## src/rtl/sbw_pkg.sv

```systemverilog
`timescale 1ns / 1ps

package sbw_pkg;

    localparam int RAM_BYTES_DEF = 8192;

    localparam logic [2:0] OP_CPU_READ    = 3'd0;
    localparam logic [2:0] OP_CPU_WRITE   = 3'd1;
    localparam logic [2:0] OP_BUSREQ_READ = 3'd2;
    localparam logic [2:0] OP_BUSREQ_WR   = 3'd3;
    localparam logic [2:0] OP_RESET_WR    = 3'd4;

    localparam logic [2:0] TGT_NONE = 3'd0;
    localparam logic [2:0] TGT_RAM  = 3'd1;
    localparam logic [2:0] TGT_FM   = 3'd2;
    localparam logic [2:0] TGT_PSG  = 3'd3;
    localparam logic [2:0] TGT_HOST = 3'd4;

    localparam logic [15:0] RAM_END   = 16'h2000;
    localparam logic [15:0] HOST_BASE = 16'h8000;
    localparam logic [15:0] FM_FIRST  = 16'h4000;
    localparam logic [15:0] FM_LAST   = 16'h4003;
    localparam logic [15:0] BANK_ADDR = 16'h6000;
    localparam logic [15:0] PSG_ADDR  = 16'h7F11;

    localparam logic [3:0] BANK_WRITES = 4'd9;

    typedef struct packed {
        logic [2:0]  operation;
        logic [15:0] cpu_address;
        logic [7:0]  write_value;
        logic [7:0]  fm_status;
    } in_t;

    typedef struct packed {
        logic [2:0]  target;
        logic [1:0]  fm_port;
        logic [23:0] host_address;
        logic [7:0]  out_write_data;
        logic        is_write;
        logic [7:0]  read_data;
        logic        read_pending;
        logic        cpu_reset_pulse;
        logic        cpu_held;
    } out_t;

    typedef struct packed {
        logic       re;
        logic       we;
        logic [7:0] wdata;
    } ram_req_t;

endpackage

```

## src/rtl/sbw_decode.sv

```systemverilog
`timescale 1ns / 1ps

module sbw_decode
    import sbw_pkg::*;
#(
    parameter int RAM_BYTES = RAM_BYTES_DEF,
    parameter int AW        = $clog2(RAM_BYTES)
)
(
    input  logic          clk,
    input  logic          rst_n,
    input  logic          accept,
    input  in_t           in_data,
    output ram_req_t      ram_req,
    output logic [AW-1:0] ram_idx,
    output out_t          result
);

    localparam logic [15:0] SPAN1 = 16'(RAM_BYTES);
    localparam logic [15:0] SPAN2 = 16'(2 * RAM_BYTES);
    localparam logic [15:0] SPAN4 = 16'(4 * RAM_BYTES);

    logic [8:0] bank_bits_reg, bank_bits_next;
    logic [8:0] bank_shift_reg, bank_shift_next;
    logic [3:0] bank_count_reg, bank_count_next;
    logic       bus_req_reg, bus_req_next;
    logic       reset_line_reg, reset_line_next;

    logic        wr;
    logic [15:0] addr;
    logic [15:0] r0, r1, r2, r3;
    logic [3:0]  count_inc;

    always_comb
    begin
        r0 = {3'b000, in_data.cpu_address[12:0]};
        r1 = (r0 >= SPAN4) ? r0 - SPAN4 : r0;
        r2 = (r1 >= SPAN2) ? r1 - SPAN2 : r1;
        r3 = (r2 >= SPAN1) ? r2 - SPAN1 : r2;
        ram_idx = r3[AW-1:0];
    end

    always_comb
    begin
        addr            = in_data.cpu_address;
        wr              = (in_data.operation == OP_CPU_WRITE);
        count_inc       = bank_count_reg + 4'd1;
        bank_bits_next  = bank_bits_reg;
        bank_shift_next = bank_shift_reg;
        bank_count_next = bank_count_reg;
        bus_req_next    = bus_req_reg;
        reset_line_next = reset_line_reg;
        ram_req         = '0;
        result          = '0;

        case (in_data.operation)
            OP_CPU_READ, OP_CPU_WRITE:
            begin
                if (addr < RAM_END)
                begin
                    result.target = TGT_RAM;
                    if (wr)
                    begin
                        ram_req.we            = accept;
                        ram_req.wdata         = in_data.write_value;
                        result.out_write_data = in_data.write_value;
                        result.is_write       = 1'b1;
                    end
                    else
                    begin
                        ram_req.re = accept;
                    end
                end
                else if (addr >= HOST_BASE)
                begin
                    result.target       = TGT_HOST;
                    result.host_address = {bank_bits_reg, addr[14:0]};
                    if (wr)
                    begin
                        result.out_write_data = in_data.write_value;
                        result.is_write       = 1'b1;
                    end
                    else
                    begin
                        result.read_pending = 1'b1;
                    end
                end
                else if (addr inside {[FM_FIRST:FM_LAST]})
                begin
                    result.target  = TGT_FM;
                    result.fm_port = addr[1:0];
                    if (wr)
                    begin
                        result.out_write_data = in_data.write_value;
                        result.is_write       = 1'b1;
                    end
                    else
                    begin
                        result.read_data = in_data.fm_status;
                    end
                end
                else if (wr && addr == BANK_ADDR)
                begin
                    bank_shift_next = {in_data.write_value[0], bank_shift_reg[8:1]};
                    if (count_inc >= BANK_WRITES)
                    begin
                        bank_count_next = '0;
                        bank_bits_next  = bank_shift_next;
                    end
                    else
                    begin
                        bank_count_next = count_inc;
                    end
                end
                else if (wr && addr == PSG_ADDR)
                begin
                    result.target         = TGT_PSG;
                    result.out_write_data = in_data.write_value;
                    result.is_write       = 1'b1;
                end
            end
            OP_BUSREQ_READ:
            begin
                result.read_data = {7'd0, ~bus_req_reg};
            end
            OP_BUSREQ_WR:
            begin
                bus_req_next = in_data.write_value[0];
            end
            OP_RESET_WR:
            begin
                result.cpu_reset_pulse = reset_line_reg & ~in_data.write_value[0];
                reset_line_next        = in_data.write_value[0];
            end
            default:
            begin
            end
        endcase

        result.cpu_held = bus_req_next;
    end

    always_ff @(posedge clk or negedge rst_n)
    begin
        if (!rst_n)
        begin
            bank_bits_reg  <= '0;
            bank_shift_reg <= '0;
            bank_count_reg <= '0;
            bus_req_reg    <= 1'b1;
            reset_line_reg <= 1'b1;
        end
        else if (accept)
        begin
            bank_bits_reg  <= bank_bits_next;
            bank_shift_reg <= bank_shift_next;
            bank_count_reg <= bank_count_next;
            bus_req_reg    <= bus_req_next;
            reset_line_reg <= reset_line_next;
        end
    end

endmodule

```

## config.mk

```make
export PLATFORM = sky130hd
export DESIGN_NAME = sbw_decode
export DESIGN_NICKNAME = d
export VERILOG_FILES = /design/src/rtl/sbw_pkg.sv /design/src/rtl/sbw_decode.sv
export SDC_FILE = /design/constraint.sdc
export NUM_CORES = 1
export LEC_CHECK = 0
export ABC_AREA = 1
export BUFFER_PORTS_ARGS = -buffer_cell sky130_fd_sc_hd__buf_2
export CAP_MARGIN = 0
export CORE_ASPECT_RATIO = 1.25
export CORE_UTILIZATION = 35
export DETAILED_ROUTE_END_ITERATION = 10
export PLACE_DENSITY = 0.77
export SLEW_MARGIN = 20
export SYNTH_ARGS = -nofsm -noshare
export SYNTH_HDL_FRONTEND = slang
export SYNTH_SLANG_ARGS = --single-unit
```

## constraint.sdc

```tcl
create_clock -name clk -period 5 [get_ports clk]
set_input_delay 1.5 -clock clk [delete_from_list [all_inputs] [get_ports clk]]
set_output_delay 1.5 -clock clk [all_outputs]
set_load 0.02 [all_outputs]
```

==> qor.yml <==
global_route:
  grt_max_degree: 26
  grt-ovfl-total: 0
  grt_pass1_wl_um: 7630
  grt_pass1_vias: 1780
  antenna_found_initial: 0
  track_usage_pct: 16.9
logic_synthesis:
  netlist_instances: 303
  yosys_warnings: 0
  netlist.area_leader.share_pct: 26.9
  syn_area_um2: 1950
  synth_area_per_cell_um2: 6.45
  ys.flop_type: "dfrtp_1"
  syn_nets: 343
  yosysMostFrequentCell: "nand2_1"
  synth_cell_types: 29
  synth_edf_count: 0
  netlist_top_cells_area: "dfrtp_1 (27%), nand2_1 (14%), nor2_1 (12%)"
  yosys.area.top_type: "dfrtp_1"
  seq_area_frac_synth_pct: 29.6
  async_flop_share_pct: 100
  synth_commonest_cells: "nand2_1 (75), nor2_1 (65), inv_1 (43)"
  synth_seq_cells: 23
detailed_routing:
  dr.pass1.iters: 4
  vias: 2140
  ant_nets: 0
  wl_per_cell_um: 10.8
  drtIter0Drc: 84
  vias_per_cell: 4.66
  drc_errors: 0
  routed_wl_um: 4940
floorplanning:
  dieWidth_um: 68.8
  ios: 110
  die_height_um: 85.5
  coreArea_um2: 5410
  start_util_pct: 36.2
  dieArea_um2: 5890
  core.rowCount: 30
clock_network:
  cts_hold_buffers: 0
  cts_made_buffers: 3
  root_buffer: "clkbuf_8"
  cts_resized: 0
  clock_latency_ns: 0.26
  cts_tree: "done"
  clockBufferDepth: 2
  cts_htree_levels: 1
  postCtsSetupBuffers: 0
  clk_pin_slew_ns: 0.07
  clock_sinks: 23
sta:
  maxSlewViolCount: 0
  hold_slack_ns: 0.487
  hold_viol: 0
  max_freq_mhz: 229
  post-route-period-util_pct: 87.3
  worst_slew_pin_slew_ns: 0.496
  layout_setup_ws_ns: 0.633
  rsz0062_at_grt: "no"
  setup_viol: 0
  fin_tns_setup_ns: 0
  slew_headroom_pct: 66.9
  skew_ns: 0.00129
  period_needed_ns: 4.37
hold_path:
  whs_path_depth: 2
  hold_path_class: "flop to flop"
place:
  preCtsSetupSlack_ns: 0.626
  place.gp.congestion: 0.837
  dp_hpwl_um: 4070
  io_buffers: 109
final_layout:
  largest_reg_flops: 9
  antenna_cells: 0
  fin_nets: 436
  area_delta_synth_final_pct: 26.1
  drive_gt1_share_pct: 37.2
pwr:
  powerDensity_nw_per_um2: 164
  leakagePower_nw: 1.50
  irDropWorstVdd_uv: 110
worst_setup_path:
  worstReg2RegStart: "bank_count_reg[0]$_DFFE_PN0P_"
  r2r_cells: 7
  endpoint: "result[19]"
  reg2reg_slack_ns: 3.27
  required_ns: 3.50
  reg2reg_to: "bank_bits_reg[6]$_DFFE_PN0P_"
  cp.arrival_ns: 2.87
  start_kind: "input pin"
  crit_fanout: 12
  cp-end-kind: "primary output"
  crit_start: "in_data[34]"
  crit_type: "input pin to primary output"
run:
  drv_cap: 0
outcome:
  status: "completed"
==> how the worst min path moves through the flow <==
stage | from | end
after global routing | bank_shift_reg[7]$_DFFE_PN0P_ | bank_shift_reg[6]$_DFFE_PN0P_
after global placement | bank_shift_reg[2]$_DFFE_PN0P_ | bank_shift_reg[1]$_DFFE_PN0P_
after CTS | bank_bits_reg[7]$_DFFE_PN0P_ | bank_bits_reg[7]$_DFFE_PN0P_
after detailed placement | bank_bits_reg[7]$_DFFE_PN0P_ | bank_bits_reg[7]$_DFFE_PN0P_
after floorplan | bank_shift_reg[2]$_DFFE_PN0P_ | bank_shift_reg[1]$_DFFE_PN0P_
final | bank_bits_reg[7]$_DFFE_PN0P_ | bank_bits_reg[7]$_DFFE_PN0P_
==> per-stage QoR <==
step	power, mW	cell area [um^2]	cells	utilization (%)
2_1_floorplan	0.262	1950	303	-
3_3_place_gp	0.296	2420	455	44.7
3_5_place_dp	0.298	2420	455	44.7
4_1_cts	0.409	2460	459	45.6
5_1_grt	0.427	2460	459	45.6
6_report	0.404	2460	459	45.6
==> cells by family after synthesis <==
| kind of cell | count (synthesis) | share of synthesized area [%] |
|---|---|---|
| AO/OA/AOI/OAI | 25 | 9.79 |
| adder cells (fa/ha/maj) | 2 | 1.28 |
| buffers and inverters | 71 | 18.2 |
| flip-flops | 23 | 29.6 |
| AND/OR/NAND/NOR | 182 | 41.1 |
==> layout make-up <==
cell class / count / area, um^2
inverters: 48 / 180
fillers: 582 / 2940
flip-flops and latches: 23 / 578
well taps: 64 / 80.1
repair buffers: 111 / 561
clock buffers: 4 / 45.0
multi-input cells: 209 / 1020
==> layer usage <==
| layer | vias to the layer above | track usage (%) | part of all wire (%) |
|---|---|---|---|
| met5 | - | 0 | 0 |
| met4 | 0 | 7.24 | 2.6 |
| met3 | 11 | 1.46 | 4.9 |
| met2 | 74 | 30.3 | 50 |
| met1 | 956 | 19.7 | 42 |
| li1 | 1099 | - | - |
==> placed cells by master (no fill, tap or decap), drive strengths merged <==
| master | count |
|---|---|
| inv | 47 |
| o21ai | 22 |
| dfrtp | 21 |
| nor3 | 14 |
| clkbuf | 4 |
| nor4 | 1 |
| a21boi | 1 |
| clkinv | 1 |
| nor2 | 70 |
| nand3 | 17 |
| buf | 111 |
| a21oi | 2 |
| dfstp | 2 |
| ha | 2 |
| nand2 | 77 |
| nand4 | 3 |
==> critical path, cell delays in order <==
cell	delay, ns
buf_2	0.12
nor2_4	0.13
nand2_1	0.25
nor2_1	0.22
nand3_1	0.14
nand3_1	0.12
nand2_2	0.12
nor2_1	0.11
buf_2	0.17
==> power breakdown <==
part / leakage (nW) / total [mW] / internal [mW] / switching, mW
Combinational: 1.24 / 0.101 / 0.0326 / 0.0687
Clock: 0.0228 / 0.111 / 0.0568 / 0.0542
Sequential: 0.241 / 0.192 / 0.191 / 0.00129
Note: power is estimated with default switching activity, not from simulation.
